===== src/iha_pkg.sv =====
`timescale 1ns / 1ps
// Package of the indexed max-heap: sizes, entry type, codes and sequencer states.
// No dependencies; every other file imports it.
package iha_pkg;

	localparam int CAPACITY = 1024;
	localparam int KEY_BITS = 32;
	localparam int SLOT_W   = $clog2(CAPACITY);
	localparam int CNT_W    = SLOT_W + 1;
	localparam int VTX_W    = 11;

	localparam logic [1:0] ACT_LOAD     = 2'd0;
	localparam logic [1:0] ACT_DELETE   = 2'd1;
	localparam logic [1:0] ACT_INCREASE = 2'd2;
	localparam logic [1:0] ACT_CLEAR    = 2'd3;

	localparam logic [2:0] ST_OK        = 3'd0;
	localparam logic [2:0] ST_EMPTY     = 3'd1;
	localparam logic [2:0] ST_FULL      = 3'd2;
	localparam logic [2:0] ST_ABSENT    = 3'd3;
	localparam logic [2:0] ST_NOT_LARGER = 3'd4;

	localparam logic [CNT_W-1:0] ABSENT_SLOT = CNT_W'(CAPACITY);

	typedef struct packed {
		logic [VTX_W-1:0]           vtx;
		logic signed [KEY_BITS-1:0] key;
	} entry_t;

	typedef struct packed {
		logic              heap_we;
		logic [SLOT_W-1:0] heap_waddr;
		entry_t            heap_wdata;
		logic [SLOT_W-1:0] heap_raddr;
		logic              map_we;
		logic [SLOT_W-1:0] map_waddr;
		logic [CNT_W-1:0]  map_wdata;
		logic [SLOT_W-1:0] map_raddr;
	} mem_req_t;

	typedef enum logic [3:0] {
		S_IDLE,
		S_BUILD_NEXT,
		S_BUILD_CUR,
		S_DEL_CUR,
		S_SD_LEFT,
		S_SD_LCMP,
		S_SD_RCMP,
		S_INC_MAP,
		S_INC_CMP,
		S_SU_STEP,
		S_SU_CMP,
		S_RESP
	} state_t;

	function automatic logic [SLOT_W-1:0] map_index(input logic [VTX_W-1:0] v);
		logic [VTX_W-1:0] t;
		t = v - VTX_W'(1);
		return t[SLOT_W-1:0];
	endfunction

endpackage


===== src/iha_if.sv =====
`timescale 1ns / 1ps
// Valid/ready channel interfaces for input items and result items.
// Depends on iha_pkg.
interface iha_in_if;
	import iha_pkg::*;
	logic                       valid;
	logic                       ready;
	logic [1:0]                 action;
	logic [VTX_W-1:0]           vertex;
	logic signed [KEY_BITS-1:0] key;
	logic                       last;
	modport source (output valid, action, vertex, key, last, input ready);
	modport sink (input valid, action, vertex, key, last, output ready);
endinterface

interface iha_out_if;
	import iha_pkg::*;
	logic                       valid;
	logic                       ready;
	logic [2:0]                 status;
	logic [VTX_W-1:0]           top_vertex;
	logic signed [KEY_BITS-1:0] top_key;
	logic [CNT_W-1:0]           entry_count;
	logic                       is_empty;
	modport source (output valid, status, top_vertex, top_key, entry_count, is_empty,
		input ready);
	modport sink (input valid, status, top_vertex, top_key, entry_count, is_empty,
		output ready);
endinterface


===== src/iha_ctrl.sv =====
`timescale 1ns / 1ps
// Sequencer of the heap: one shared key comparator stepped through sift-down,
// sift-up and bottom-up build. Depends on iha_pkg and iha_if.
module iha_ctrl (
	input  logic                      clk,
	input  logic                      arst_n,
	iha_in_if.sink                    in_ch,
	iha_out_if.source                 out_ch,
	output iha_pkg::mem_req_t         req,
	input  iha_pkg::entry_t           heap_rdata,
	input  logic [iha_pkg::CNT_W-1:0] map_rdata,
	input  iha_pkg::entry_t           top
);
	import iha_pkg::*;

	state_t             state_q, state_d;
	logic [CNT_W-1:0]   cnt_q, loaded_q;
	logic [SLOT_W-1:0]  i_q, bi_q, bidx_q;
	entry_t             cur_q, best_q, rem_q;
	logic               build_q, removed_q;
	logic [2:0]         status_q;
	logic signed [KEY_BITS-1:0] key_q;

	logic               accept;
	logic               load_ok, del_ok, inc_ok;
	logic [CNT_W:0]     l_idx, r_idx;
	logic               has_left, has_right;
	logic [SLOT_W-1:0]  pidx, ipidx;
	logic signed [KEY_BITS-1:0] cmp_a, cmp_b;
	logic               lt;
	entry_t             fin_e;
	logic [SLOT_W-1:0]  fin_idx;
	logic               fin_move;

	assign accept  = in_ch.valid && in_ch.ready;
	assign load_ok = cnt_q != ABSENT_SLOT && loaded_q != ABSENT_SLOT;
	assign del_ok  = cnt_q != '0;
	assign inc_ok  = in_ch.vertex != '0 && in_ch.vertex <= loaded_q;
	assign l_idx   = {1'b0, i_q, 1'b1};
	assign r_idx   = l_idx + (CNT_W + 1)'(1);
	assign has_left  = l_idx < {1'b0, cnt_q};
	assign has_right = r_idx < {1'b0, cnt_q};
	assign ipidx   = i_q - SLOT_W'(1);
	assign pidx    = ipidx >> 1;

	// shared comparator: operands picked by the step in progress
	always_comb begin
		case (state_q)
			S_SD_RCMP: begin
				cmp_a = best_q.key;
				cmp_b = heap_rdata.key;
			end
			S_INC_CMP: begin
				cmp_a = heap_rdata.key;
				cmp_b = key_q;
			end
			S_SU_CMP: begin
				cmp_a = heap_rdata.key;
				cmp_b = cur_q.key;
			end
			default: begin
				cmp_a = cur_q.key;
				cmp_b = heap_rdata.key;
			end
		endcase
	end
	assign lt = cmp_a < cmp_b;

	// winner of one sift-down level
	always_comb begin
		if (state_q == S_SD_RCMP) begin
			fin_e   = lt ? heap_rdata : best_q;
			fin_idx = lt ? r_idx[SLOT_W-1:0] : bidx_q;
		end else begin
			fin_e   = lt ? heap_rdata : cur_q;
			fin_idx = lt ? l_idx[SLOT_W-1:0] : i_q;
		end
	end
	assign fin_move = fin_idx != i_q;

	// next state
	always_comb begin
		state_d = state_q;
		case (state_q)
			S_IDLE: begin
				if (accept) begin
					case (in_ch.action)
						ACT_LOAD:     state_d = (load_ok && in_ch.last) ? S_BUILD_NEXT : S_RESP;
						ACT_DELETE:   state_d = (cnt_q > CNT_W'(1)) ? S_DEL_CUR : S_RESP;
						ACT_INCREASE: state_d = inc_ok ? S_INC_MAP : S_RESP;
						default:      state_d = S_RESP;
					endcase
				end
			end
			S_BUILD_NEXT: state_d = (bi_q == '0) ? S_RESP : S_BUILD_CUR;
			S_BUILD_CUR:  state_d = S_SD_LEFT;
			S_DEL_CUR:    state_d = S_SD_LEFT;
			S_SD_LEFT: begin
				if (has_left) begin
					state_d = S_SD_LCMP;
				end else begin
					state_d = build_q ? S_BUILD_NEXT : S_RESP;
				end
			end
			S_SD_LCMP, S_SD_RCMP: begin
				if (state_q == S_SD_LCMP && has_right) begin
					state_d = S_SD_RCMP;
				end else if (fin_move) begin
					state_d = S_SD_LEFT;
				end else begin
					state_d = build_q ? S_BUILD_NEXT : S_RESP;
				end
			end
			S_INC_MAP: state_d = (map_rdata >= cnt_q) ? S_RESP : S_INC_CMP;
			S_INC_CMP: state_d = lt ? S_SU_STEP : S_RESP;
			S_SU_STEP: state_d = (i_q == '0) ? S_RESP : S_SU_CMP;
			S_SU_CMP:  state_d = lt ? S_SU_STEP : S_RESP;
			S_RESP:    state_d = out_ch.ready ? S_IDLE : S_RESP;
			default:   state_d = S_IDLE;
		endcase
	end

	// memory requests and handshake outputs
	always_comb begin
		req = '0;
		case (state_q)
			S_IDLE: begin
				if (accept && in_ch.action == ACT_LOAD && load_ok) begin
					req.heap_we    = 1'b1;
					req.heap_waddr = cnt_q[SLOT_W-1:0];
					req.heap_wdata = '{vtx: loaded_q + CNT_W'(1), key: in_ch.key};
					req.map_we     = 1'b1;
					req.map_waddr  = loaded_q[SLOT_W-1:0];
					req.map_wdata  = cnt_q;
				end
				if (accept && in_ch.action == ACT_DELETE && del_ok) begin
					req.map_we     = 1'b1;
					req.map_waddr  = map_index(top.vtx);
					req.map_wdata  = ABSENT_SLOT;
				end
				req.heap_raddr = SLOT_W'(cnt_q - CNT_W'(1));
				req.map_raddr  = map_index(in_ch.vertex);
			end
			S_BUILD_NEXT: req.heap_raddr = bi_q - SLOT_W'(1);
			S_SD_LEFT: begin
				req.heap_raddr = l_idx[SLOT_W-1:0];
				if (!has_left) begin
					req.heap_we    = 1'b1;
					req.heap_waddr = i_q;
					req.heap_wdata = cur_q;
					req.map_we     = 1'b1;
					req.map_waddr  = map_index(cur_q.vtx);
					req.map_wdata  = {1'b0, i_q};
				end
			end
			S_SD_LCMP, S_SD_RCMP: begin
				req.heap_raddr = r_idx[SLOT_W-1:0];
				if (!(state_q == S_SD_LCMP && has_right)) begin
					req.heap_we    = 1'b1;
					req.heap_waddr = i_q;
					req.heap_wdata = fin_move ? fin_e : cur_q;
					req.map_we     = 1'b1;
					req.map_waddr  = map_index(fin_move ? fin_e.vtx : cur_q.vtx);
					req.map_wdata  = {1'b0, i_q};
				end
			end
			S_INC_MAP: req.heap_raddr = map_rdata[SLOT_W-1:0];
			S_SU_STEP: begin
				req.heap_raddr = pidx;
				if (i_q == '0) begin
					req.heap_we    = 1'b1;
					req.heap_waddr = i_q;
					req.heap_wdata = cur_q;
					req.map_we     = 1'b1;
					req.map_waddr  = map_index(cur_q.vtx);
					req.map_wdata  = {1'b0, i_q};
				end
			end
			S_SU_CMP: begin
				req.heap_we    = 1'b1;
				req.heap_waddr = i_q;
				req.heap_wdata = lt ? heap_rdata : cur_q;
				req.map_we     = 1'b1;
				req.map_waddr  = map_index(lt ? heap_rdata.vtx : cur_q.vtx);
				req.map_wdata  = {1'b0, i_q};
			end
			default: req = '0;
		endcase
	end

	assign in_ch.ready        = state_q == S_IDLE;
	assign out_ch.valid       = state_q == S_RESP;
	assign out_ch.status      = status_q;
	assign out_ch.top_vertex  = removed_q ? rem_q.vtx : (cnt_q != '0 ? top.vtx : '0);
	assign out_ch.top_key     = removed_q ? rem_q.key : (cnt_q != '0 ? top.key : '0);
	assign out_ch.entry_count = cnt_q;
	assign out_ch.is_empty    = cnt_q == '0;

	always_ff @(posedge clk or negedge arst_n) begin
		if (!arst_n) begin
			state_q  <= S_IDLE;
			cnt_q    <= '0;
			loaded_q <= '0;
		end else begin
			state_q <= state_d;
			if (state_q == S_IDLE && accept) begin
				case (in_ch.action)
					ACT_LOAD: begin
						if (load_ok) begin
							cnt_q    <= cnt_q + CNT_W'(1);
							loaded_q <= loaded_q + CNT_W'(1);
						end
					end
					ACT_DELETE: begin
						if (del_ok) begin
							cnt_q <= cnt_q - CNT_W'(1);
						end
					end
					ACT_CLEAR: begin
						cnt_q    <= '0;
						loaded_q <= '0;
					end
					default: cnt_q <= cnt_q;
				endcase
			end
		end
	end

	// working registers of the current item
	always_ff @(posedge clk) begin
		case (state_q)
			S_IDLE: begin
				if (accept) begin
					removed_q <= 1'b0;
					status_q  <= ST_OK;
					key_q     <= in_ch.key;
					cur_q     <= '{vtx: in_ch.vertex, key: in_ch.key};
					i_q       <= '0;
					build_q   <= 1'b0;
					rem_q     <= top;
					case (in_ch.action)
						ACT_LOAD: begin
							if (!load_ok) begin
								status_q <= ST_FULL;
							end
							build_q <= 1'b1;
							bi_q    <= SLOT_W'((cnt_q + CNT_W'(1)) >> 1);
						end
						ACT_DELETE: begin
							if (del_ok) begin
								removed_q <= 1'b1;
							end else begin
								status_q <= ST_EMPTY;
							end
						end
						ACT_INCREASE: begin
							if (!inc_ok) begin
								status_q <= ST_ABSENT;
							end
						end
						default: status_q <= ST_OK;
					endcase
				end
			end
			S_BUILD_NEXT: begin
				if (bi_q != '0) begin
					i_q  <= bi_q - SLOT_W'(1);
					bi_q <= bi_q - SLOT_W'(1);
				end
			end
			S_BUILD_CUR, S_DEL_CUR: cur_q <= heap_rdata;
			S_SD_LCMP, S_SD_RCMP: begin
				if (state_q == S_SD_LCMP && has_right) begin
					best_q <= fin_e;
					bidx_q <= fin_idx;
				end else if (fin_move) begin
					i_q <= fin_idx;
				end
			end
			S_INC_MAP: begin
				if (map_rdata >= cnt_q) begin
					status_q <= ST_ABSENT;
				end
				i_q <= map_rdata[SLOT_W-1:0];
			end
			S_INC_CMP: begin
				if (!lt) begin
					status_q <= ST_NOT_LARGER;
				end
			end
			S_SU_CMP: begin
				if (lt) begin
					i_q <= pidx;
				end
			end
			default: i_q <= i_q;
		endcase
	end
endmodule


===== src/flat_wrapper.sv =====
// flat-port wrapper written by rule: the top's interface ports become plain ports
module iha_ctrl_flat import iha_pkg::*;
  (clk, arst_n, req, heap_rdata, map_rdata, top, in_ch_valid, in_ch_action, in_ch_vertex, in_ch_key, in_ch_last, in_ch_ready, out_ch_valid, out_ch_status, out_ch_top_vertex, out_ch_top_key, out_ch_entry_count, out_ch_is_empty, out_ch_ready);
  iha_in_if in_ch_i ();
  iha_out_if out_ch_i ();
  input  logic clk;
  input  logic arst_n;
  output iha_pkg::mem_req_t req;
  input  iha_pkg::entry_t heap_rdata;
  input  logic [iha_pkg::CNT_W-1:0] map_rdata;
  input  iha_pkg::entry_t top;
  input wire logic [$bits(in_ch_i.valid)-1:0] in_ch_valid;
  input wire logic [$bits(in_ch_i.action)-1:0] in_ch_action;
  input wire logic [$bits(in_ch_i.vertex)-1:0] in_ch_vertex;
  input wire logic [$bits(in_ch_i.key)-1:0] in_ch_key;
  input wire logic [$bits(in_ch_i.last)-1:0] in_ch_last;
  output wire logic [$bits(in_ch_i.ready)-1:0] in_ch_ready;
  output wire logic [$bits(out_ch_i.valid)-1:0] out_ch_valid;
  output wire logic [$bits(out_ch_i.status)-1:0] out_ch_status;
  output wire logic [$bits(out_ch_i.top_vertex)-1:0] out_ch_top_vertex;
  output wire logic [$bits(out_ch_i.top_key)-1:0] out_ch_top_key;
  output wire logic [$bits(out_ch_i.entry_count)-1:0] out_ch_entry_count;
  output wire logic [$bits(out_ch_i.is_empty)-1:0] out_ch_is_empty;
  input wire logic [$bits(out_ch_i.ready)-1:0] out_ch_ready;
  assign in_ch_i.valid = in_ch_valid;
  assign in_ch_i.action = in_ch_action;
  assign in_ch_i.vertex = in_ch_vertex;
  assign in_ch_i.key = in_ch_key;
  assign in_ch_i.last = in_ch_last;
  assign in_ch_ready = in_ch_i.ready;
  assign out_ch_valid = out_ch_i.valid;
  assign out_ch_status = out_ch_i.status;
  assign out_ch_top_vertex = out_ch_i.top_vertex;
  assign out_ch_top_key = out_ch_i.top_key;
  assign out_ch_entry_count = out_ch_i.entry_count;
  assign out_ch_is_empty = out_ch_i.is_empty;
  assign out_ch_i.ready = out_ch_ready;
  iha_ctrl u_core (.clk(clk), .arst_n(arst_n), .in_ch(in_ch_i), .out_ch(out_ch_i), .req(req), .heap_rdata(heap_rdata), .map_rdata(map_rdata), .top(top));
endmodule

===== config.mk =====
export PLATFORM = sky130hd
export DESIGN_NAME = iha_ctrl_flat
export DESIGN_NICKNAME = d
export VERILOG_FILES = /design/src/iha_pkg.sv /design/src/iha_if.sv /design/src/iha_ctrl.sv /design/src/flat_wrapper.sv
export SDC_FILE = /design/constraint.sdc
export NUM_CORES = 1
export LEC_CHECK = 0
export ABC_AREA = 1
export BUFFER_PORTS_ARGS = -buffer_cell sky130_fd_sc_hd__buf_2
export CAP_MARGIN = 20
export CORE_MARGIN = 10
export CORE_UTILIZATION = 40
export DETAILED_ROUTE_END_ITERATION = 10
export PLACE_DENSITY = 0.68
export SLEW_MARGIN = 20
export SYNTH_ARGS = -nofsm -noshare
export SYNTH_HDL_FRONTEND = slang
export SYNTH_SLANG_ARGS = --single-unit

===== constraint.sdc =====
create_clock -name clk -period 17 [get_ports clk]
set_input_delay 2.55 -clock clk [delete_from_list [all_inputs] [get_ports clk]]
set_output_delay 2.55 -clock clk [all_outputs]
set_load 0.05 [all_outputs]

Yosys cells after proc, flatten, opt, wreduce, memory -nomap -nowiden
Cells that the tools add are included.

storage, ports and cells
  ROM bits = 0
  register bits = 222
  memory bits (writable) = 0
  bits in latches = 0
  word-level logic and storage cells = 164
  memories kept = 0

cells by class
  reductions and logical operators = 35
  bitwise operators = 0
  equality and inequality tests = 27
  div/mod/pow operators = 0
  add/subtract/negate cells = 11
  $mul = 0
  mux-type cells = 69
  shift-type cells = 0
  order comparisons = 6

operators by type and width
  operator                                                              count
  54-bit one-hot mux with 5 select lines                                1
  54-bit two-way mux                                                    4
  43-bit two-way mux                                                    5
  10-bit two-way mux                                                    13
  32-bit one-hot mux with 2 select lines                                2
  22-bit two-way mux                                                    5
  22-bit one-hot mux with 5 select lines                                1
  43-bit one-hot mux with 2 select lines                                1
  10-bit by 1-bit subtractor with 10-bit output, second input constant  7
  32-bit two-way mux                                                    2
  10-bit one-hot mux with 6 select lines                                1
  11-bit two-way mux                                                    5
  10-bit one-hot mux with 5 select lines                                1
  4-bit two-way mux                                                     10
  4-bit one-hot mux with 9 select lines                                 1
  11-bit one-hot mux with 3 select lines                                1
  32-bit less-than comparator                                           1
  11-bit by 1-bit adder with 11-bit output, second input constant       2
  11-bit inequality test, second input constant                         2
  11-bit one-hot mux with 2 select lines                                1
  11-bit nonzero test                                                   2
  10-bit zero test                                                      2
  10-bit one-hot mux with 2 select lines                                1
  3-bit one-hot mux with 3 select lines                                 2
  33 further kinds                                                      75

Longest topological paths before layout
  depth after elaboration = 11
  mapped depth = 40
  depth with buffers taken out = 36

Worst setup path after synthesis
Ideal clock, no wire load.

  path kind = input-to-output
  start point = input port in_ch_valid
  end point = output port req[11] in the netlist's numbering
  setup slack = 6079 ps
  data required time = 14450 ps
  buffers on the path = 2
  arrival time = 8371 ps
  stages = 8
  path through = inv_1 nor2_1 inv_1 nor3_1 clkbuf_1 clkbuf_1 nand2_1 o21ai_0

RTL lines
  element          line                RTL
  start, declared  flat_wrapper.sv:12  input wire logic [$bits(in_ch_i.valid)-1:0] in_ch_valid;
  end, declared    flat_wrapper.sv:8   output iha_pkg::mem_req_t req;

==> impl_results.md <==
* Most common cell in the synthesized netlist: nand2_1
* Fin Clk Skew at around 0.014 ns
* CP max-delay cell: inv_2
* Port Buffers at roughly 300
* Setup CP Type: input pin to output pin
* Antenna Nets Post-Route at 0
* Worst reg2reg path depth at 27
* Std cell rows at 76
* Min Tclk post-route at roughly 10 ns
* Crit. Startpoint: heap_rdata[25]
* IO Pins at just over 300
* Yosys reg bits at approximately 220
* Synth warn at 0
* Post-CTS Setup Inserts at 0
* Clk buf depth at 3
* Initial Util at about two fifths
* Crit path DAT at 7.91 ns
* Worst setup EP type: output pin
* CTS tree: done
* Nets at around 2800
* WHS Path Cells at 2
* Largest family of logic cells by synthesized area: simple AND/OR/NAND/NOR gates
* Reg2reg start: u_core.state_q[3]$_DFFE_PN0P_
* Max_cap viols at 0
* Critical path endpoint: req[84]
* Worst Path Required at roughly 14 ns
* Syn_area_per_cell at approximately 7.6 um2
* Die area at 0.0521 mm2
* Adder-cell share of the synthesized area at under 10%
* Min-Delay Startpoint: u_core.loaded_q[10]$_DFFE_PN0P_
* Top achievable clock speed at ~96 MHz
* Levels on crit path at 21
* Endpoints failing setup at 0
* Setup WS post-layout at about 6.5 ns
* Syn_nets at between 2000 and 3000
* Cells after Synth at approximately 2300
* Share of synthesized flip-flops with an asynchronous set or reset at 11.7%
* Main synth FF type: edfxtp_1
* Period utilisation layout at between 60% and 70%
* Post-synth EDFFs at ~200
* Synth cell types at between 50 and 60
* Multiplexer area fraction after synthesis at 0%
* Worst path cell trace: buf_2 -> a221oi_1 -> ha_1 -> a21oi_1 -> nor2_1 -> a211oi_1 -> o221ai_1 -> a21oi_1 -> nand3_2 -> nand2_4 -> nand2_1 -> nand3_1 -> nand3_1 -> nand2_1 -> nand2_2 -> nor2_8 -> nand3_4 -> inv_2 -> o21ai_0 -> o21ai_1 -> buf_2
* Slew Limit Fails at 0
* Top cells by count, synth: nand2_1 (608), inv_1 (247), o21ai_0 (220), edfxtp_1 (196), nor2_1 (128)
* Die W at 228 um
* DR vias at 18400
* Post-synthesis sequential area ratio at 37.6%
* Final TNS setup at 0 ns
* CP Launch Type: input pin
* Hold crit path type: flip-flop to flip-flop
* Worst-path fanout max at between 40 and 50
* Routed len/inst at roughly 22 um
* Yosys top cell area share at around 34%
* Leading area contributor after synthesis: edfxtp_1
* Post-cts gate resize count at 0
* Final hold violations at 0
* Hold-fix buffers, CTS at 0
* Pre-CTS worst setup slack at 6.71 ns
* CTS Buf Count at 29
* DP HPWL at 50.1 mm
* Drt first pass iters at 6
* Clock Latency Late Sink at about 0.57 ns
* Actual slew at the worst max-slew pin at around 1.1 ns
* Simple-gate share of the synthesized area at a little under a quarter
* CTS clock-pin slew for the worst setup and hold paths at around 0.060 ns
* Vias in the first global route at ~18000
* DRC marker count from the first detailed-route iteration at ~2200
* CTS H-Tree Depth at 1
* Fillers at between 4000 and 5000
* Gr ovfl total at 0
* All-Layer GR Usage at roughly a quarter
* Worst path top cell family by delay: compound AO/OA/AOI/OAI gates
* RSZ-0062 raised after global routing: no
* Initial antenna violation count at 7
* CP bufs+invs at 3
* Outcome: finished clean
* Placer Congestion at ~1.0
* Largest cells by area after synthesis: edfxtp_1 (34%), nand2_1 (13%), ha_1 (6.6%)
* Largest net degree at the start of global routing at 91
* Compound-gate portion of the synthesized area at about a fifth
* CTS root buf: clkbuf_16
* Mapped cell area at roughly 0.017 mm2
* Sink Count at around 220
* Slowest stage delay, CP at around 0.85 ns
* Area growth syn-to-layout at 16.4%
* CORE AREA at approximately 0.043 mm2
* Drc violations at 0
* Hold WS at between 0.5 and 0.6 ns
* Share of layout cells above drive strength 1 at roughly 17%
* Slew HR at a little over a quarter
* DR vias/cell at 5.84
* Total routed wirelength at around 70 mm
* Setup slack, reg-to-reg at 9.65 ns
* Global-route wire length before repair at around 110 mm
* Chip height at between 200 and 250 um
* Xor and xnor fraction of the mapped netlist area at under 10%
* RR Endpoint: u_core.i_q[3]$_DFFE_PP_
[worst min-delay path by stage]
stage	endpoint	slack [ns]
3_3_place_gp	u_core.loaded_q[10]$_DFFE_PN0P_	0.47
6_report	u_core.loaded_q[10]$_DFFE_PN0P_	0.50
5_1_grt	u_core.loaded_q[10]$_DFFE_PN0P_	0.53
4_1_cts	u_core.loaded_q[10]$_DFFE_PN0P_	0.50
2_1_floorplan	u_core.loaded_q[10]$_DFFE_PN0P_	0.45
3_5_place_dp	u_core.loaded_q[10]$_DFFE_PN0P_	0.48
[routing by layer]
layer / up-vias / wire [um] / part of all wire [%] / track usage (%)
met5: - / 13 / 0.019 / 0
met4: 2 / 2660 / 3.8 / 9.87
met3: 158 / 7070 / 10 / 5.70
met2: 1091 / 31100 / 45 / 39.7
met1: 8614 / 28500 / 41 / 33.3
li1: 8500 / - / - / -
[area by class of cell]
cell class                 instances  area, um2  area share [%]
timing repair buffer             324       1680            8.30
antenna                            6       15.0          0.0743
multi-input combinational       1688       9350            46.3
inverter                         268       1010            5.00
clock buffer                      41        801            3.96
sequential                       222       6540            32.3
tap                              585        732            3.62
clock inverter                    12       90.1           0.446
[state kept, by name (all words and copies together) (netlist names), 4 cells and up]
signal	cells
u_core.loaded_q	11
u_core.out_ch.entry_count	11
u_core.best_q	43
u_core.i_q	10
u_core.bi_q	10
u_core.bidx_q	10
u_core.key_q	32
u_core.rem_q	43
u_core.cur_q	43
u_core.state_q	4
[cell families (layout without fill, tap and decap cells)]
group                      after synthesis  after routing
AOI/OAI and AO/OA                      573            573
xor gates and xnor gates                50             50
adders and majority gates               92             92
buffers and inverters                  384            645
DFF                                    222            222
other                                    0              6
and+or+nand+nor                        973            973
[through the flow]
step	instance area, um2	instances	utilization, %
6_report	20200	3146	47.0
5_1_grt	20200	3145	47.0
4_1_cts	20200	3140	47.0
3_5_place_dp	19300	3087	44.9
3_3_place_gp	19300	3087	44.9
2_1_floorplan	17400	2294	-
[cells in the final DEF (no fill, tap or decap), types with 7 or more instances in the layout]
master	synthesis	routed
o2111ai_1	22	22
buf_2	19	302
ha_1	92	92
o21ai_0	220	220
nor2_1	128	123
or3_1	19	19
a22oi_1	11	11
clkinv_1	11	13
or2_2	12	12
edfxtp_1	196	196
o31ai_1	8	8
nand2_2	10	12
nor4_1	7	7
o211ai_1	30	30
o21ai_1	20	20
inv_1	247	244
clkbuf_1	81	9
dfrtp_1	26	26
a211oi_1	7	7
inv_2	9	13
o221ai_1	65	65
nand2_1	608	606
buf_4	1	22
nand3_1	113	113
o22ai_1	13	13
a221oi_1	34	34
nand4_1	29	29
xor2_1	44	44
a21oi_1	117	117
clkbuf_16	0	29
nor3_1	26	25
[worst register-to-register path, delay by kind of cell, from the launching register on]
family / cells / cell delay, ns
compound gates: 6 / 1.44
simple gates: 14 / 2.43
fa+ha+maj: 1 / 0.30
flops: 1 / 0.41
buf+inv: 6 / 2.46
Power is not shown: default switching activity piles up to over one toggle a cycle in this logic, so the estimate is an artifact.
